$ cat src/staircase_wipe_light_sequencer_core_defines.svh
// Assertion macros for the staircase sequencer core.
// Included by the files that check their own logic; no other dependencies.
`ifndef STAIRCASE_WIPE_LIGHT_SEQUENCER_CORE_DEFINES_SVH
`define STAIRCASE_WIPE_LIGHT_SEQUENCER_CORE_DEFINES_SVH

`ifndef SYNTHESIS
// Check a property on every rising clock edge outside reset
`define SWLS_ASSERT(lbl, prop, msg) \
  lbl: assert property (@(posedge clk_i) disable iff (!rst_ni) (prop)) else $error(msg);
// Check that a condition never holds outside reset
`define SWLS_ASSERT_NEVER(lbl, cond, msg) \
  `SWLS_ASSERT(lbl, !(cond), msg)
`else
`define SWLS_ASSERT(lbl, prop, msg)
`define SWLS_ASSERT_NEVER(lbl, cond, msg)
`endif

`endif

$ cat src/swls_pkg.sv
// Shared types, codes and timing constants of the staircase sequencer.
// No dependencies; imported by every module of the block.
`timescale 1ns / 1ps

package swls_pkg;

  // Timing constants in milliseconds
  localparam int SCAN_OFF_MS   = 100;
  localparam int SCAN_ON_MULT  = 10;
  localparam int SCAN_ON_MS    = SCAN_OFF_MS * SCAN_ON_MULT;
  localparam int WIPE_BASE_MS  = 360;
  localparam int WIPE_STEP_MS  = 75;
  localparam int WIPE_EARLY_MS = 25;
  localparam int OFF_BASE_MS   = 725;
  localparam int OFF_STEP_MS   = 150;
  localparam int MS_PER_S      = 1000;

  // Widths of the values derived from the configuration
  localparam int WIPE_W = 15;
  localparam int OFF_W  = 16;
  localparam int HOLD_W = 26;

  // Register reset values
  localparam int RST_SPEED     = 225;
  localparam int RST_HOLD_S    = 20;
  localparam int RST_LUX_LIMIT = 100;
  localparam int RST_WIPE_TIME = WIPE_BASE_MS + (255 - RST_SPEED) * WIPE_STEP_MS;
  localparam int RST_WIPE_LIM  = RST_WIPE_TIME - WIPE_EARLY_MS;
  localparam int RST_OFF_LIM   = OFF_BASE_MS + (255 - RST_SPEED) * OFF_STEP_MS;
  localparam int RST_HOLD_MS   = RST_HOLD_S * MS_PER_S;

  // Configuration register indexes
  localparam int CFG_IDX_W = 3;
  localparam logic [CFG_IDX_W-1:0] CFG_ENABLE    = 3'd0;
  localparam logic [CFG_IDX_W-1:0] CFG_OFF_MODE  = 3'd1;
  localparam logic [CFG_IDX_W-1:0] CFG_SPEED     = 3'd2;
  localparam logic [CFG_IDX_W-1:0] CFG_HOLD      = 3'd3;
  localparam logic [CFG_IDX_W-1:0] CFG_LUX_CHECK = 3'd4;
  localparam logic [CFG_IDX_W-1:0] CFG_LUX_LIMIT = 3'd5;

  // Sequencer phase codes
  localparam logic [2:0] PH_IDLE     = 3'd0;
  localparam logic [2:0] PH_WIPE_ON  = 3'd1;
  localparam logic [2:0] PH_SOLID    = 3'd2;
  localparam logic [2:0] PH_OFF_PEND = 3'd3;
  localparam logic [2:0] PH_WIPE_OFF = 3'd4;

  // Wipe request codes
  localparam logic [1:0] REQ_OFF  = 2'd0;
  localparam logic [1:0] REQ_UP   = 2'd1;
  localparam logic [1:0] REQ_DOWN = 2'd2;

  typedef enum logic [2:0] {
    ACT_NONE     = 3'd0,
    ACT_WIPE_ON  = 3'd1,
    ACT_SOLID    = 3'd2,
    ACT_WIPE_OFF = 3'd3,
    ACT_TURN_OFF = 3'd4
  } action_e;

  // One control pass as received
  typedef struct packed {
    logic [31:0] now_ms;
    logic        bottom_detect;
    logic        top_detect;
    logic        bottom_force;
    logic        top_force;
    logic        request_valid;
    logic [1:0]  request_dir;
    logic        colors_black;
    logic [15:0] light_level;
    logic        strip_busy;
  } item_t;

  // Configuration with precomputed time limits
  typedef struct packed {
    logic              enable;
    logic              off_mode;
    logic              lux_check;
    logic [15:0]       lux_limit;
    logic [WIPE_W-1:0] wipe_time;
    logic [WIPE_W-1:0] wipe_lim;
    logic [OFF_W-1:0]  off_lim;
    logic [HOLD_W-1:0] hold_ms;
  } cfg_t;

  // One result word
  typedef struct packed {
    action_e    action;
    logic       sweep_down;
    logic       bottom_state;
    logic       top_state;
    logic       sensor_changed;
    logic       hold_restarted;
    logic [2:0] phase;
    logic       lights_on;
  } result_t;

endpackage

$ cat src/swls_cfg.sv
// Configuration registers of the staircase sequencer.
// Derives the wipe, turn-off and hold limits at write time; uses swls_pkg.
`timescale 1ns / 1ps

module swls_cfg import swls_pkg::*; (
  input  logic                 clk_i,
  input  logic                 rst_ni,
  input  logic                 wr_en_i,
  input  logic [CFG_IDX_W-1:0] wr_idx_i,
  input  logic [15:0]          wr_data_i,
  output cfg_t                 cfg_o
);

  cfg_t              cfg_q;
  logic [7:0]        inv_speed;
  logic [WIPE_W-1:0] wipe_prod;
  logic [WIPE_W-1:0] wipe_time_d;
  logic [WIPE_W-1:0] wipe_lim_d;
  logic [OFF_W-1:0]  off_lim_d;
  logic [HOLD_W-1:0] hold_ms_d;

  // Work out the limits from the word being written
  always_comb begin
    inv_speed   = 8'hFF - wr_data_i[7:0];
    wipe_prod   = {{(WIPE_W-8){1'b0}}, inv_speed} * WIPE_W'(WIPE_STEP_MS);
    wipe_time_d = WIPE_W'(WIPE_BASE_MS) + wipe_prod;
    wipe_lim_d  = WIPE_W'(WIPE_BASE_MS - WIPE_EARLY_MS) + wipe_prod;
    off_lim_d   = OFF_W'(OFF_BASE_MS)
                + {{(OFF_W-8){1'b0}}, inv_speed} * OFF_W'(OFF_STEP_MS);
    hold_ms_d   = {{(HOLD_W-16){1'b0}}, wr_data_i} * HOLD_W'(MS_PER_S);
  end

  // Hold the registers; update one per write
  always_ff @(posedge clk_i or negedge rst_ni) begin
    if (!rst_ni) begin
      cfg_q.enable    <= 1'b0;
      cfg_q.off_mode  <= 1'b0;
      cfg_q.lux_check <= 1'b0;
      cfg_q.lux_limit <= 16'(RST_LUX_LIMIT);
      cfg_q.wipe_time <= WIPE_W'(RST_WIPE_TIME);
      cfg_q.wipe_lim  <= WIPE_W'(RST_WIPE_LIM);
      cfg_q.off_lim   <= OFF_W'(RST_OFF_LIM);
      cfg_q.hold_ms   <= HOLD_W'(RST_HOLD_MS);
    end else if (wr_en_i) begin
      case (wr_idx_i)
        CFG_ENABLE:    cfg_q.enable    <= wr_data_i[0];
        CFG_OFF_MODE:  cfg_q.off_mode  <= wr_data_i[0];
        CFG_SPEED: begin
          cfg_q.wipe_time <= wipe_time_d;
          cfg_q.wipe_lim  <= wipe_lim_d;
          cfg_q.off_lim   <= off_lim_d;
        end
        CFG_HOLD:      cfg_q.hold_ms   <= hold_ms_d;
        CFG_LUX_CHECK: cfg_q.lux_check <= wr_data_i[0];
        CFG_LUX_LIMIT: cfg_q.lux_limit <= wr_data_i;
        default: ;
      endcase
    end
  end

  assign cfg_o = cfg_q;

endmodule

$ cat src/swls_ctrl.sv
// Sensor scan and wipe sequencer of the staircase core: state and one pass.
// Takes the registered item and configuration; uses swls_pkg.
`timescale 1ns / 1ps

module swls_ctrl import swls_pkg::*; (
  input  logic    clk_i,
  input  logic    rst_ni,
  input  logic    step_i,
  input  item_t   item_i,
  input  cfg_t    cfg_i,
  output result_t res_o
);

  logic [2:0]  phase_q, phase_d;
  logic [1:0]  pend_q, pend_d;
  logic [1:0]  prev_q, prev_d;
  logic        on_q, on_d;
  logic        bseen_q, bseen_d;
  logic        tseen_q, tseen_d;
  logic [1:0]  force_q, force_d;
  logic [31:0] scan_q, scan_d;
  logic [31:0] hold_q, hold_d;
  logic [31:0] origin_q, origin_d;

  action_e     act;
  logic        down, changed, restarted;
  logic        b_raw, t_raw;
  logic [31:0] gap;
  logic [31:0] now;

  // One control pass
  always_comb begin
    now       = item_i.now_ms;
    force_d   = force_q | {item_i.top_force, item_i.bottom_force};
    pend_d    = item_i.request_valid ? item_i.request_dir : pend_q;
    phase_d   = phase_q;
    prev_d    = prev_q;
    on_d      = on_q;
    bseen_d   = bseen_q;
    tseen_d   = tseen_q;
    scan_d    = scan_q;
    hold_d    = hold_q;
    origin_d  = origin_q;
    act       = ACT_NONE;
    down      = 1'b0;
    changed   = 1'b0;
    restarted = 1'b0;
    b_raw     = force_d[0] | item_i.bottom_detect;
    t_raw     = force_d[1] | item_i.top_detect;
    gap       = on_q ? 32'(SCAN_ON_MS) : 32'(SCAN_OFF_MS);

    if (cfg_i.enable && !item_i.strip_busy) begin
      // Scan the sensors, or drop the forced triggers in daylight
      if (cfg_i.lux_check && (item_i.light_level > cfg_i.lux_limit)) begin
        force_d = 2'b00;
      end else if ((now - scan_q) > gap) begin
        scan_d = now;
        if (b_raw != bseen_q) begin
          bseen_d = b_raw;
          changed = 1'b1;
          if (b_raw) begin
            pend_d = REQ_UP;
          end
        end
        if (t_raw != tseen_q) begin
          tseen_d = t_raw;
          changed = 1'b1;
          if (t_raw) begin
            pend_d = REQ_DOWN;
          end
        end
        force_d = 2'b00;
        if (t_raw != b_raw) begin
          if (on_q) begin
            hold_d    = now;
            restarted = 1'b1;
          end else begin
            on_d = 1'b1;
          end
        end
      end

      // Sequence the wipe
      if (pend_d != REQ_OFF) begin
        if (item_i.colors_black) begin
          pend_d = REQ_OFF;
        end else begin
          prev_d = pend_d;
          case (phase_q)
            PH_IDLE: begin
              origin_d = now;
              act      = ACT_WIPE_ON;
              down     = (pend_d == REQ_DOWN);
              phase_d  = PH_WIPE_ON;
            end
            PH_WIPE_ON: begin
              if ((now - origin_q) > {{(32-WIPE_W){1'b0}}, cfg_i.wipe_lim}) begin
                hold_d  = now;
                act     = ACT_SOLID;
                phase_d = PH_SOLID;
              end
            end
            PH_SOLID: begin
              if ((cfg_i.hold_ms != '0) &&
                  ((now - hold_d) > {{(32-HOLD_W){1'b0}}, cfg_i.hold_ms})) begin
                phase_d = PH_OFF_PEND;
              end
            end
            PH_OFF_PEND: begin
              if (cfg_i.off_mode) begin
                origin_d = now - {{(32-WIPE_W){1'b0}}, cfg_i.wipe_time};
                act      = ACT_WIPE_OFF;
                phase_d  = PH_WIPE_OFF;
              end else begin
                phase_d = PH_IDLE;
                pend_d  = REQ_OFF;
                prev_d  = REQ_OFF;
                on_d    = 1'b0;
                act     = ACT_TURN_OFF;
              end
            end
            default: begin
              // wiping off, and the unused codes behave the same
              if ((now - origin_q) > {{(32-OFF_W){1'b0}}, cfg_i.off_lim}) begin
                phase_d = PH_IDLE;
                pend_d  = REQ_OFF;
                prev_d  = REQ_OFF;
                on_d    = 1'b0;
                act     = ACT_TURN_OFF;
              end
            end
          endcase
        end
      end else begin
        // Request withdrawn: wipe off or turn off what was running
        phase_d = PH_IDLE;
        if (prev_q != REQ_OFF) begin
          if (cfg_i.off_mode) begin
            pend_d  = prev_q;
            phase_d = PH_OFF_PEND;
          end else begin
            on_d = 1'b0;
            act  = ACT_TURN_OFF;
          end
        end
        prev_d = REQ_OFF;
      end
    end

    res_o.action         = act;
    res_o.sweep_down     = down;
    res_o.bottom_state   = bseen_d;
    res_o.top_state      = tseen_d;
    res_o.sensor_changed = changed;
    res_o.hold_restarted = restarted;
    res_o.phase          = phase_d;
    res_o.lights_on      = on_d;
  end

  // Advance the state once per pass
  always_ff @(posedge clk_i or negedge rst_ni) begin
    if (!rst_ni) begin
      phase_q  <= PH_IDLE;
      pend_q   <= REQ_OFF;
      prev_q   <= REQ_OFF;
      on_q     <= 1'b0;
      bseen_q  <= 1'b0;
      tseen_q  <= 1'b0;
      force_q  <= 2'b00;
      scan_q   <= '0;
      hold_q   <= '0;
      origin_q <= '0;
    end else if (step_i) begin
      phase_q  <= phase_d;
      pend_q   <= pend_d;
      prev_q   <= prev_d;
      on_q     <= on_d;
      bseen_q  <= bseen_d;
      tseen_q  <= tseen_d;
      force_q  <= force_d;
      scan_q   <= scan_d;
      hold_q   <= hold_d;
      origin_q <= origin_d;
    end
  end

endmodule

$ cat src/staircase_wipe_light_sequencer_core.sv
// Staircase wipe light sequencer: one control pass in, one action word out per
// pass. The core takes a pass on every clock cycle while the result is not
// stalled: the pass is captured in an input register, the sensor scan and
// phase update run in one step of logic into the result register, and the
// sequencer state moves on as the word enters that register. A stalled result
// holds the input register, so one more pass is taken before input stalls.
// Configuration writes are always ready; the wipe, turn-off and hold limits
// are computed when wipe_speed or hold_seconds is written.
// Depends on swls_pkg, swls_cfg, swls_ctrl and the assertion macro header.
`timescale 1ns / 1ps
`include "staircase_wipe_light_sequencer_core_defines.svh"

module staircase_wipe_light_sequencer_core import swls_pkg::*; (
  input  logic                 clk_i,
  input  logic                 rst_ni,
  // configuration write channel
  input  logic                 cfg_valid_i,
  output logic                 cfg_ready_o,
  input  logic [CFG_IDX_W-1:0] cfg_index_i,
  input  logic [15:0]          cfg_data_i,
  // pass input channel
  input  logic                 in_valid_i,
  output logic                 in_stall_o,
  input  logic [31:0]          now_ms_i,
  input  logic                 bottom_detect_i,
  input  logic                 top_detect_i,
  input  logic                 bottom_force_i,
  input  logic                 top_force_i,
  input  logic                 request_valid_i,
  input  logic [1:0]           request_dir_i,
  input  logic                 colors_black_i,
  input  logic [15:0]          light_level_i,
  input  logic                 strip_busy_i,
  // result channel
  output logic                 out_valid_o,
  input  logic                 out_stall_i,
  output logic [2:0]           action_o,
  output logic                 sweep_down_o,
  output logic                 bottom_state_o,
  output logic                 top_state_o,
  output logic                 sensor_changed_o,
  output logic                 hold_restarted_o,
  output logic [2:0]           phase_o,
  output logic                 lights_on_o
);

  cfg_t    cfg;
  item_t   item_q;
  logic    item_v_q;
  result_t res;
  result_t res_q;
  logic    res_v_q;
  logic    out_free;
  logic    step;
  logic    in_take;

  assign cfg_ready_o = 1'b1;

  swls_cfg u_cfg (
    .clk_i     (clk_i),
    .rst_ni    (rst_ni),
    .wr_en_i   (cfg_valid_i),
    .wr_idx_i  (cfg_index_i),
    .wr_data_i (cfg_data_i),
    .cfg_o     (cfg)
  );

  // Handshake: result register frees, input register moves, new word enters
  assign out_free   = !res_v_q || !out_stall_i;
  assign step       = item_v_q && out_free;
  assign in_stall_o = item_v_q && !out_free;
  assign in_take    = in_valid_i && !in_stall_o;

  // Input register
  always_ff @(posedge clk_i or negedge rst_ni) begin
    if (!rst_ni) begin
      item_v_q <= 1'b0;
    end else if (!in_stall_o) begin
      item_v_q <= in_valid_i;
    end
  end

  always_ff @(posedge clk_i) begin
    if (in_take) begin
      item_q.now_ms        <= now_ms_i;
      item_q.bottom_detect <= bottom_detect_i;
      item_q.top_detect    <= top_detect_i;
      item_q.bottom_force  <= bottom_force_i;
      item_q.top_force     <= top_force_i;
      item_q.request_valid <= request_valid_i;
      item_q.request_dir   <= request_dir_i;
      item_q.colors_black  <= colors_black_i;
      item_q.light_level   <= light_level_i;
      item_q.strip_busy    <= strip_busy_i;
    end
  end

  swls_ctrl u_ctrl (
    .clk_i  (clk_i),
    .rst_ni (rst_ni),
    .step_i (step),
    .item_i (item_q),
    .cfg_i  (cfg),
    .res_o  (res)
  );

  // Result register
  always_ff @(posedge clk_i or negedge rst_ni) begin
    if (!rst_ni) begin
      res_v_q <= 1'b0;
    end else if (out_free) begin
      res_v_q <= step;
    end
  end

  always_ff @(posedge clk_i) begin
    if (step) begin
      res_q <= res;
    end
  end

  assign out_valid_o      = res_v_q;
  assign action_o         = res_q.action;
  assign sweep_down_o     = res_q.sweep_down;
  assign bottom_state_o   = res_q.bottom_state;
  assign top_state_o      = res_q.top_state;
  assign sensor_changed_o = res_q.sensor_changed;
  assign hold_restarted_o = res_q.hold_restarted;
  assign phase_o          = res_q.phase;
  assign lights_on_o      = res_q.lights_on;

  `SWLS_ASSERT(a_stall_needs_item, in_stall_o |-> item_v_q, "input stalled with no pass held")
  `SWLS_ASSERT(a_step_gives_word, step |=> res_v_q, "processed pass produced no result")
  `SWLS_ASSERT(a_wipe_on_phase,
    (res_v_q && (res_q.action == ACT_WIPE_ON)) |-> (res_q.phase == PH_WIPE_ON),
    "wipe-on without wiping phase")
  `SWLS_ASSERT(a_turn_off_clears,
    (res_v_q && (res_q.action == ACT_TURN_OFF)) |-> ((res_q.phase == PH_IDLE) && !res_q.lights_on),
    "turn-off left lights active")
  `SWLS_ASSERT_NEVER(a_down_only_start,
    res_v_q && res_q.sweep_down && (res_q.action != ACT_WIPE_ON),
    "direction flag outside wipe-on")

endmodule

$ cat config.mk
export PLATFORM = sky130hd
export DESIGN_NAME = staircase_wipe_light_sequencer_core
export DESIGN_NICKNAME = d
export VERILOG_FILES = /design/src/swls_pkg.sv /design/src/swls_cfg.sv /design/src/swls_ctrl.sv /design/src/staircase_wipe_light_sequencer_core.sv
export VERILOG_INCLUDE_DIRS = /design/src /design/src/src
export SDC_FILE = /design/constraint.sdc
export NUM_CORES = 1
export LEC_CHECK = 0
export ABC_AREA = 1
export BUFFER_PORTS_ARGS = -buffer_cell sky130_fd_sc_hd__buf_2
export CORE_MARGIN = 3
export CORE_UTILIZATION = 45
export CTS_CLUSTER_DIAMETER = 150
export DETAILED_ROUTE_END_ITERATION = 8
export GPL_TIMING_DRIVEN = 0
export PLACE_DENSITY = 0.66
export SYNTH_ARGS = -nofsm -noshare
export SYNTH_HDL_FRONTEND = slang
export SYNTH_HIERARCHICAL = 1
export SYNTH_SLANG_ARGS = --single-unit
$ cat constraint.sdc
create_clock -name clk_i -period 8 [get_ports clk_i]
set_input_delay 2.4 -clock clk_i [delete_from_list [all_inputs] [get_ports clk_i]]
set_output_delay 2.4 -clock clk_i [all_outputs]
set_load 0.02 [all_outputs]
# Yosys cells after proc, flatten, opt, wreduce, memory -nomap -nowiden
# Index checks and enable logic that the tools add are counted.
# totals
ff_bits	267
out_inout_bits	15
elab_cells	182
# op_classes
add_sub_neg	8
mul	3
magnitude_cmp	5
n_eq_ne	14
mux	72
bitwise	10
reduce_logical	32
# op_table
operator	count
$mux W32	10
$sub A32 B32 Y32	3
$pmux W32 S2	1
$mux W2	22
$mux W3	14
$gt A32 B15 Y1	1
$gt A32 B16 Y1	1
$gt A32 B26 Y1	1
$gt A32 B32 Y1	1
$sub A32 B15 Y32	1
$add A9 B15 Y15 const A	2
$mul A8 B7 Y15 const B	2
$reduce_bool A26 Y1	1
$pmux W3 S4	2
$mul A16 B7 Y23 const B	1
$mux W1	20
$add A10 B16 Y16 const A	1
$gt A16 B16 Y1	1
$reduce_and A2 Y1	7
$eq A3 B2 Y1 const B	4
$mux W10	1
$reduce_or A4 Y1	2
$sub A8 B8 Y8 const A	1
$not A1 Y1	7
other kinds (18)	37

# Longest topological paths before layout
# Gate-level depths: netlist (run 1).
# depth
word_depth	15
ltp_mapped	53
depth_no_buf	51

# By module
# The synthesis (run 1) kept the hierarchy.
# by_module_without_submodules
module	n_inst	cells_per_inst	area_per_inst_um2
swls_ctrl	1	2438	15048.2
swls_cfg	1	1007	8120.3
staircase_wipe_light_sequencer_core	1	83	2178.3

# Worst setup path after synthesis (run 1)
# Ideal clock, no wire load.
# synth_path
path_type	input port to flip-flop
from	input cfg_data_i[7]
to	register u_cfg.cfg_q, in the netlist u_cfg/cfg_o[25]
setup_time_ns	0.118
arrival_time_ns	5.987
required_time_ns	7.882
path_slack_ns	1.895
path_stages	16
n_path_buf	0
cell_sequence	inv_1 fa_1 fa_1 fa_1 inv_1 fa_1 ha_1 nand2_1 inv_1 a21boi_0 nand2_1 nand2_1 nand3_1 or2_2 nand3_1 nand2_1
# synth_between
elab_chain_len	1
# synth_lines
element	line_no	source
start: declaration	staircase_wipe_light_sequencer_core.sv:20	input logic [15:0] cfg_data_i,
$mul A16 B7 Y23	swls_cfg.sv:30	hold_ms_d = {{(HOLD_W-16){1'b0}}, wr_data_i} * HOLD_W'(MS_PER_S);
end: declaration	swls_cfg.sv:14	cfg_t cfg_q;
# No other way between the ends.
# A chain may end at the register's enable or synchronous reset.

==> results.json, run 1 <==
{
  "slowest_stage": "edfxtp_1",
  "yosysWarningCount": 6,
  "synth_cell_type_count": 70,
  "clockBufferDepth": 3,
  "antenna_cells": 0,
  "seqPwrFrac_pct": 20.5,
  "rsz0062_at_grt": "false",
  "finalHoldWorstSlack_ns": 0.470,
  "fmax_ghz": 0.135,
  "crit_path_start_kind": "register",
  "postCtsHoldBufs": 0,
  "period_needed_ns": 7.42,
  "cp_top_family": "simple AND/OR/NAND/NOR gates",
  "worstReg2RegEnd": "phase_o[0]",
  "postRouteAntennaNets": 0,
  "yosys-top-cells-count": "915 x nand2_1, 613 x inv_1, 284 x ha_1",
  "synthAdderAreaFrac_pct": 19.1,
  "drv_slew": 0,
  "status": "finished clean",
  "synth_area_leaders": "dfrtp_1 17%, ha_1 14%, nand2_1 14%",
  "period_share_pct": 92.8,
  "cp.arrival_ns": 7.71,
  "slowest_delay_ns": 0.41,
  "cts_tree": "done",
  "drc_errors": 0,
  "synth.largest_area_cell": "dfrtp_1",
  "relSlewSlack_pct": 45.5,
  "grt_pass1_vias": 22400,
  "synth_most_common_cell": "nand2_1",
  "synth_compound_area_share_pct": 13.2,
  "endpoint": "phase_o[0]",
  "start_util_pct": 45.7,
  "worstMarginPinSlew_ns": 0.816,
  "finalWirelength_mm": 70.6,
  "ios": 96,
  "clkTransAtPathRegs_ns": 0.06,
  "synth-xor-area-share_pct": 3.49,
  "area_growth_pct": 10.4,
  "synth_edf_count": 69,
  "cp_max_fo": 10,
  "leakage_nw": 14.5,
  "final_area_sq_um": 28000,
  "synth_top_family_by_area": "simple AND/OR/NAND/NOR gates",
  "die_y_microns": 243,
  "syn_area_sq_um": 25300,
  "gp_congestion": 0.945,
  "ys_ff_latch": 265,
  "required_ns": 8.29,
  "hp-class": "reg -> reg",
  "core-area_sq_um": 55400,
  "rrSetupSlack_ns": 0.58,
  "cts.sinks": 265,
  "p_int_mw": 5.17,
  "fillers": 5537,
  "cp-startpoint": "item_q[25]",
  "clockPowerShare_pct": 14.7,
  "maxCapViolCount": 0,
  "post_dp_cell_area_sq_um": 26800,
  "gr-usage-all-layers_pct": 24.1,
  "portBuffers": 94,
  "syn_inst": 3528,
  "switching_power_mw": 5.10,
  "die_width_microns": 243,
  "first_pass_iters": 8,
  "grt_antenna_before_repair": 1,
  "crit_buf_inv": 4,
  "ff2ff_path_depth": 44,
  "worst_ir_drop_vdd_v": 0.000176,
  "hpwl_mm": 56.1,
  "clk_latency_ns": 0.55,
  "gr-total-overflow": 0,
  "clockRootBuffer": "clkbuf_16",
  "combPwrFrac_pct": 64.8,
  "post_route_cells_drive_above_1_share_pct": 9.00,
  "grt_pass1_wl_mm": 115,
  "synth-async-reset-ratio_pct": 74.0,
  "cpMostUsedCell": "nand2_1",
  "setup_viol": 0,
  "grt_max_degree": 113,
  "synth-simple-area-share_pct": 25.4,
  "finalHoldViolCount": 0,
  "total_power_mw": 10.3,
  "skew_ns": 0.0222,
  "die_area_sq_um": 59200,
  "synth_ff_type": "dfrtp_1",
  "drt_iter0_drc": 1548,
  "synth-seq-area-share_pct": 27.6,
  "rows": 86,
  "post_drt_wl_per_cell_microns": 15.9,
  "r2r_start": "item_q[25]",
  "syn_avg_cell_area_sq_um": 7.18,
  "synth_mux_area_share_pct": 0.212,
  "crit_type": "reg -> reg",
  "cts_buffers": 34,
  "cts-htree-levels": 2,
  "vias": 23000,
  "sw_frac_of_total_pct": 49.6,
  "num-nets-final": 4095,
  "power_density_nw_per_um2": 367,
  "cp-end-kind": "register",
  "critical_path_depth": 44,
  "synth_top_area_share_pct": 17.1,
  "post_drt_via_cell_ratio": 5.17
}
## power by group through the flow
stage | Combinational, mW | Sequential, mW | Clock, mW
after CTS | 6.58 | 2.11 | 1.55
after detailed placement | 6.52 | 2.13 | 0
after floorplan | 5.07 | 2.05 | 0
after global placement | 6.44 | 2.12 | 0
after global routing | 7.68 | 2.16 | 1.60
final | 6.65 | 2.11 | 1.51
## cell type report
class / instances / area [sq um] / share of cell area (%)
plain buffers: 65 / 394 / 1.41
clock buffers: 49 / 958 / 3.43
clock inverters: 11 / 114 / 0.407
inverters: 631 / 2380 / 8.51
multi-input cells: 2569 / 15600 / 55.8
flip-flops and latches: 265 / 7010 / 25.0
well taps: 748 / 936 / 3.35
repair buffers: 100 / 566 / 2.02
## repair_timing
item,CTS,global route
resized for setup,0,15
setup buffers,1,2
pin swaps,0,1
setup endpoints to repair,2,2
## cells in the final DEF, fill, tap and decap left out, types with 6 or more instances in the layout
master	synthesis	layout
a21o_1	21	21
a21oi_1	210	206
a31oi_1	18	18
and2_1	6	6
buf_2	16	106
buf_4	14	17
buf_6	7	7
clkbuf_1	26	36
clkbuf_16	0	35
dfrtp_1	173	173
dfstp_2	23	23
edfxtp_1	69	69
fa_1	64	64
ha_1	284	284
inv_1	613	612
inv_2	13	14
nand2_1	915	915
nand2_2	27	27
nand3_1	181	181
nand3_2	8	8
nand3b_1	7	7
nand4_1	55	55
nor2_1	232	232
nor2_2	18	18
nor3_1	27	26
nor4_1	10	9
o211ai_1	8	8
o211ai_2	7	7
o21ai_0	217	214
o21ai_1	60	63
o21ai_2	13	13
o21bai_1	12	12
xnor2_1	30	30
xor2_1	71	71
## layer usage
layer / wire, microns / global-route usage, % / vias up
li1: - / - / 11700
met1: 32200 / 32.6 / 10500
met2: 31500 / 39.2 / 638
met3: 4640 / 3.87 / 112
met4: 2300 / 8.01 / 2
met5: 7 / 0 / -
## flip-flops by register name, summed over array words and instances, names as in the netlist, 2 cells and up
register         flops
action_o             3
u_ctrl/phase_q       3
u_ctrl/hold_q       32
u_ctrl/scan_q       32
u_ctrl/force_q       2
u_cfg/cfg_o         86
u_ctrl/prev_q        2
item_q              57
u_ctrl/origin_q     32
phase_o              3
u_ctrl/pend_q        2
## worst reg2reg max path, delay by kind of cell (launching register included)
family	cells	cell delay, ns
flops	1	0.41
fa+ha+maj	5	1.50
buf+inv	4	0.79
xor+xnor	2	0.40
simple gates	23	2.16
compound gates	9	1.63
mux	1	0.32
## how the worst min path moves through the flow
stage                          from              end  slack (ns)  depth (start not counted)
floorplan            u_cfg/cfg_o[6]   u_cfg/cfg_o[6]        0.44                          2
global placement     u_cfg/cfg_o[5]   u_cfg/cfg_o[5]        0.46                          2
detailed placement  u_cfg/cfg_o[68]  u_cfg/cfg_o[68]        0.46                          2
CTS                 u_cfg/cfg_o[68]  u_cfg/cfg_o[68]        0.47                          2
global route        u_cfg/cfg_o[68]  u_cfg/cfg_o[68]        0.49                          2
finish               u_cfg/cfg_o[7]   u_cfg/cfg_o[7]        0.47                          2
## kinds of logic (layout without fill, tap and decap cells)
family | Yosys count | count (layout)
xor gates and xnor gates | 101 | 101
muxes | 5 | 5
buffers and inverters | 696 | 856
and+or+nand+nor | 1508 | 1508
AOI/OAI and AO/OA | 602 | 602
other | 3 | 5
DFF | 265 | 265
adders and majority gates | 348 | 348
## through the flow
step	TNS (ns)	setup slack (ns)	utilization (%)	instances
floorplan	0	1.90	-	3530
global placement	0	0.0200	48.3	4372
detailed placement	-0.00381	-0.00381	48.4	4375
CTS	0	0.185	50.4	4436
global route	0	0.00546	50.5	4438
finish	0	0.578	50.5	4438
(Power assumes the default switching activity.)
==> run 2, diff against run 1 <==
- CAP_MARGIN: unset -> 20
- GPL_ROUTABILITY_DRIVEN: unset -> 0
- GPL_TIMING_DRIVEN: 0 -> unset
==> run 2 against run 1 <==
  * Global-route usage fell by 0.33 points
  * Critical path type unchanged
  * Critical path depth fell by 3
  * Largest cell class unchanged
  * Die area did not move
  * Cell area barely moved
==> results.json, run 2 (synthesized netlist as in run 1, its figures left out) <==
{
  "crit_type": "reg -> reg",
  "finalHoldViolCount": 0,
  "drv_slew": 0,
  "rows": 86,
  "ff2ff_path_depth": 41,
  "cp.arrival_ns": 7.54,
  "portBuffers": 94,
  "cpMostUsedCell": "nand2_1",
  "setup_viol": 0,
  "post_drt_via_cell_ratio": 5.22,
  "fillers": 5502,
  "tns_ns": 0,
  "cts_resized": 0,
  "finalWirelength_mm": 70.8,
  "worstReg2RegEnd": "phase_o[0]",
  "grt_pass1_wl_mm": 113,
  "postRouteAntennaNets": 0,
  "hold_depth": 2,
  "drt_iter0_drc": 1769,
  "num-nets-final": 4068,
  "die_width_microns": 243,
  "slowest_stage": "edfxtp_1",
  "hold_end": "u_cfg/cfg_o[5]",
  "first_pass_iters": 6,
  "clk_latency_ns": 0.58,
  "clkTransAtPathRegs_ns": 0.06,
  "gr-total-overflow": 0,
  "cts-htree-levels": 2,
  "status": "finished clean",
  "final_area_sq_um": 28000,
  "required_ns": 8.33,
  "cp_max_fo": 46,
  "gr-usage-all-layers_pct": 23.7,
  "grt_max_degree": 75,
  "cts_tree": "done",
  "fmax_ghz": 0.139,
  "grt_antenna_before_repair": 3,
  "vias": 23000,
  "r2r_start": "item_q[26]",
  "core-area_sq_um": 55400,
  "rsz0062_at_grt": "false",
  "hp-class": "reg -> reg",
  "layout_commonest_cell": "nand2_1",
  "largest_reg_flops": 86,
  "grt_pass1_vias": 21400,
  "relSlewSlack_pct": 40.7,
  "post_dp_cell_area_sq_um": 26700,
  "cts_buffers": 34,
  "cp-end-kind": "register",
  "rrSetupSlack_ns": 0.79,
  "worstMarginPinSlew_ns": 0.888,
  "area_growth_pct": 10.3,
  "die_y_microns": 243,
  "leakage_nw": 14.5,
  "post_drt_wl_per_cell_microns": 16.0,
  "worst_ir_drop_vdd_v": 0.000194,
  "clockBufferDepth": 3,
  "post_route_cells_drive_above_1_share_pct": 9.20,
  "ios": 96,
  "start_util_pct": 45.7,
  "period_share_pct": 90.1,
  "clockRootBuffer": "clkbuf_16",
  "hpwl_mm": 55.6,
  "cts.sinks": 265,
  "final_cell_mix": "915 x nand2_1, 612 x inv_1, 284 x ha_1",
  "die_area_sq_um": 59200,
  "skew_ns": 0.0350,
  "period_needed_ns": 7.21,
  "power_density_nw_per_um2": 371,
  "slowest_delay_ns": 0.55,
  "crit_path_start_kind": "register",
  "hp-start": "u_cfg/cfg_o[5]",
  "drc_errors": 0,
  "maxCapViolCount": 0
}
-- run 2: cell count changes in the layout (fill, tap and decap cells not counted), sizes merged --
cell	change
buf	+1
bufinv	+3
clkbuf	-34
clkinv	+5
diode	+1
-- run 2: how the worst max path moves through the flow --
| stage | from | end | slack, ns |
|---|---|---|---|
| final | item_q[26] | phase_o[0] | 0.79 |
| after CTS | item_q[26] | phase_o[0] | 0.76 |
| after global placement | item_q[26] | phase_o[0] | 0.95 |
| after global routing | item_q[26] | phase_o[0] | 0.05 |
| after floorplan | cfg_data_i[7] | u_cfg/cfg_o[25] | 1.90 |
| after detailed placement | item_q[26] | phase_o[0] | 0.82 |
-- run 2: final cells by class --
type / count / area (sq um) / area share [%]
timing repair buffer: 138 / 830 / 2.97
clock inverter: 19 / 270 / 0.966
clock buffer: 43 / 936 / 3.35
sequential: 265 / 7010 / 25.0
inverter: 631 / 2380 / 8.51
antenna: 1 / 2.50 / 0.00895
multi-input combinational: 2569 / 15600 / 55.8
tap: 748 / 936 / 3.35
-- run 2: worst max-delay path: cells and delay by family, from the launching register on --
family                     cells  cell delay, ns
AOI/OAI and AO/OA              8            1.85
DFF                            1            0.55
buffers and inverters          3            0.72
and+or+nand+nor               24            2.22
xor gates and xnor gates       2            0.26
adders and majority gates      4            1.35
-- run 2: what timing repair did --
item / CTS / global route
hold buffers: 0 / 0
setup endpoints to repair: 0 / 2
setup buffers: 0 / 4
-- run 2: power by group --
group | leakage [nW] | switching (mW) | internal, mW
sequential | 3.07 | 0.222 | 1.86
combinational | 10.8 | 4.26 | 2.39
clock | 0.593 | 0.659 | 1.01
total | 14.5 | 5.14 | 5.25
-- run 2: per-stage QoR --
stage / hold slack, ns / setup WS, ns / total power [mW] / instances / util, %
floorplan: 0.442 / 1.90 / 7.12 / 3530 / -
global placement: 0.455 / 0.954 / 8.55 / 4346 / 48.2
detailed placement: 0.458 / 0.824 / 8.62 / 4346 / 48.2
CTS: 0.467 / 0.764 / 10.4 / 4408 / 50.4
global route: 0.480 / 0.0490 / 11.5 / 4413 / 50.5
finish: 0.464 / 0.788 / 10.4 / 4414 / 50.5
-- run 2: routing by layer --
layer / GRT usage, % / wire length, microns / vias to the layer above
met4: 9.14 / 3110 / 6
met3: 3.98 / 4990 / 124
met1: 33.2 / 32600 / 10600
met2: 36.8 / 30100 / 682
li1: - / - / 11600
met5: 0 / 34 / -
==> run 3, diff against run 2 <==
- SYNTH_HIERARCHICAL: 1 -> unset
==> run 3 against run 2 <==
  * Highest routed layer is now met4
  * Largest cell class unchanged
  * Final cell count fell by 7.0%
  * First-iteration DRC count fell by 30%
  * Global-route usage fell by 0.12 points
==> results.json, run 3 <==
{
  "crit_type": "reg -> reg",
  "synth_mux_area_share_pct": 0.135,
  "synth-seq-area-share_pct": 29.0,
  "grt_pass1_vias": 20700,
  "met2_usage_pct": 40.0,
  "slowest_stage": "fa_1",
  "fmax_ghz": 0.140,
  "cp-end-kind": "register",
  "synth.largest_area_cell": "dfrtp_1",
  "synth_top_family_by_area": "simple AND/OR/NAND/NOR gates",
  "synth-xor-area-share_pct": 4.64,
  "syn_area_sq_um": 24200,
  "finalWirelength_mm": 66.4,
  "cp.arrival_ns": 7.47,
  "die_y_microns": 238,
  "cts.sinks": 265,
  "synthAdderAreaFrac_pct": 19.8,
  "cpMostUsedCell": "nand2_1",
  "post_drt_wl_per_cell_microns": 16.2,
  "grt_pass1_wl_mm": 107,
  "drv_slew": 0,
  "synth-async-reset-ratio_pct": 74.0,
  "met1_usage_pct": 31.5,
  "drc_errors": 0,
  "worstMarginPinSlew_ns": 1.01,
  "setup_viol": 0,
  "crit_path_start_kind": "register",
  "cts_buffers": 35,
  "clkTransAtPathRegs_ns": 0.06,
  "post_dp_cell_area_sq_um": 25600,
  "tns_ns": 0,
  "antenna_cells": 0,
  "grt_antenna_before_repair": 1,
  "finalHoldViolCount": 0,
  "vias": 21400,
  "synth_most_common_cell": "nand2_1",
  "first_pass_iters": 5,
  "syn_inst": 3271,
  "status": "finished clean",
  "clockBufferDepth": 3,
  "die_area_sq_um": 56500,
  "cts_tree": "done",
  "skew_ns": 0.0188,
  "die_width_microns": 238,
  "clk_latency_ns": 0.56,
  "top_usage_layer": "met2",
  "period_share_pct": 89.4,
  "core-area_sq_um": 52900,
  "fillers": 5282,
  "maxCapViolCount": 0,
  "period_needed_ns": 7.15,
  "largest_reg_flops": 86,
  "clockRootBuffer": "clkbuf_16",
  "hpwl_mm": 52.8,
  "post_route_cells_drive_above_1_share_pct": 8.42,
  "ys_ff_latch": 265,
  "synth-simple-area-share_pct": 21.6,
  "required_ns": 8.31,
  "gr-total-overflow": 0,
  "worst_ir_drop_vdd_v": 0.000178,
  "synth_compound_area_share_pct": 14.8,
  "num-nets-final": 3816,
  "cts-htree-levels": 2,
  "grt_max_degree": 141,
  "synth_area_leaders": "dfrtp_1 18%, ha_1 14%, nand2_1 12%",
  "hp-class": "reg -> reg",
  "synth_edf_count": 69,
  "yosysWarningCount": 0,
  "yosys-top-cells-count": "771 x nand2_1, 556 x inv_1, 278 x ha_1",
  "final_cell_mix": "770 x nand2_1, 555 x inv_1, 278 x ha_1",
  "layout_commonest_cell": "nand2_1",
  "power_density_nw_per_um2": 387,
  "gr-usage-all-layers_pct": 23.6,
  "portBuffers": 94,
  "grt_util_met3_pct": 2.76,
  "synthesis.nets": 3695,
  "leakage_nw": 13.6,
  "cp_max_fo": 28,
  "rsz0062_at_grt": "false",
  "synth_ff_type": "dfrtp_1",
  "start_util_pct": 45.7,
  "syn_avg_cell_area_sq_um": 7.38,
  "finalHoldWorstSlack_ns": 0.471,
  "slowest_delay_ns": 0.42,
  "synth_top_area_share_pct": 17.9,
  "post_cts_buffers": 0,
  "synth_cell_type_count": 61,
  "ios": 96,
  "relSlewSlack_pct": 32.6,
  "postRouteAntennaNets": 0,
  "final_area_sq_um": 26800,
  "total_power_mw": 10.4,
  "drt_iter0_drc": 1233,
  "area_growth_pct": 10.9,
  "rows": 84,
  "post_drt_via_cell_ratio": 5.22
}
## run 3: layer usage
layer  up-vias  wire length (microns)
met1      9913                  29900
li1      10900                      -
met2       492                  31300
met3       122                   3190
met4         0                   2050
met5         -                      0
## run 3: layout make-up
| class | count | area [sq um] | area share (%) |
|---|---|---|---|
| Multi-Input combinational cell | 2382 | 14800 | 55.1 |
| Timing Repair Buffer | 139 | 850 | 3.17 |
| Tap cell | 688 | 861 | 3.21 |
| Clock inverter | 13 | 165 | 0.617 |
| Clock buffer | 51 | 996 | 3.72 |
| Inverter | 569 | 2150 | 8.01 |
| Sequential cell | 265 | 7010 | 26.2 |
## run 3: what timing repair did
item / CTS / global route
resized for setup: 0 / 3
endpoints found under the hold margin: 0 / 0
endpoints found under the setup margin: 0 / 2
hold buffers: 0 / 0
## run 3: where the power goes
group	internal (mW)	switching (mW)
logic	2.43	4.24
clock network	0.943	0.657
registers	1.87	0.209
total	5.25	5.11
## run 3: metrics by stage
stage                     worst slack, ns  cells  util, %
after floorplan                      1.40   3271        -
after global placement              0.750   4041     48.4
after detailed placement            0.650   4041     48.4
after CTS                           0.630   4105     50.6
after global routing                0.110   4107     50.7
final                               0.846   4107     50.7
## run 3: logic make-up (layout without fill, tap and decap cells)
family                   count (synthesis)  after routing
XOR/XNOR                               127            127
AND/OR/NAND/NOR                       1254           1254
adder cells (fa/ha/maj)                343            343
other                                    1              1
multiplexers                             3              3
flip-flops                             265            265
AO/OA/AOI/OAI                          654            654
buffers and inverters                  624            772
## run 3: worst max-delay path: cells and delay by family, from the launching register on
family                     cells  cell delay (ns)
AOI/OAI and AO/OA              6             1.03
adders and majority gates      6             1.76
and+or+nand+nor               28             3.05
DFF                            1             0.38
buffers and inverters          4             0.45
xor gates and xnor gates       2             0.22
## run 3: final timing paths
path | endpoint | cells past startpoint | start | slack [ns]
max in group asynchronous | u_ctrl.scan_q[28] | 2 | rst_ni | 5.03
min in group asynchronous | u_cfg.cfg_o[79] | 1 | rst_ni | 1.80
min reg2reg | out_valid_o | 2 | item_v_q | 0.47
min | out_valid_o | 2 | item_v_q | 0.47
max | phase_o[0] | 46 | item_q[25] | 0.85
max reg2reg | phase_o[0] | 46 | item_q[25] | 0.85
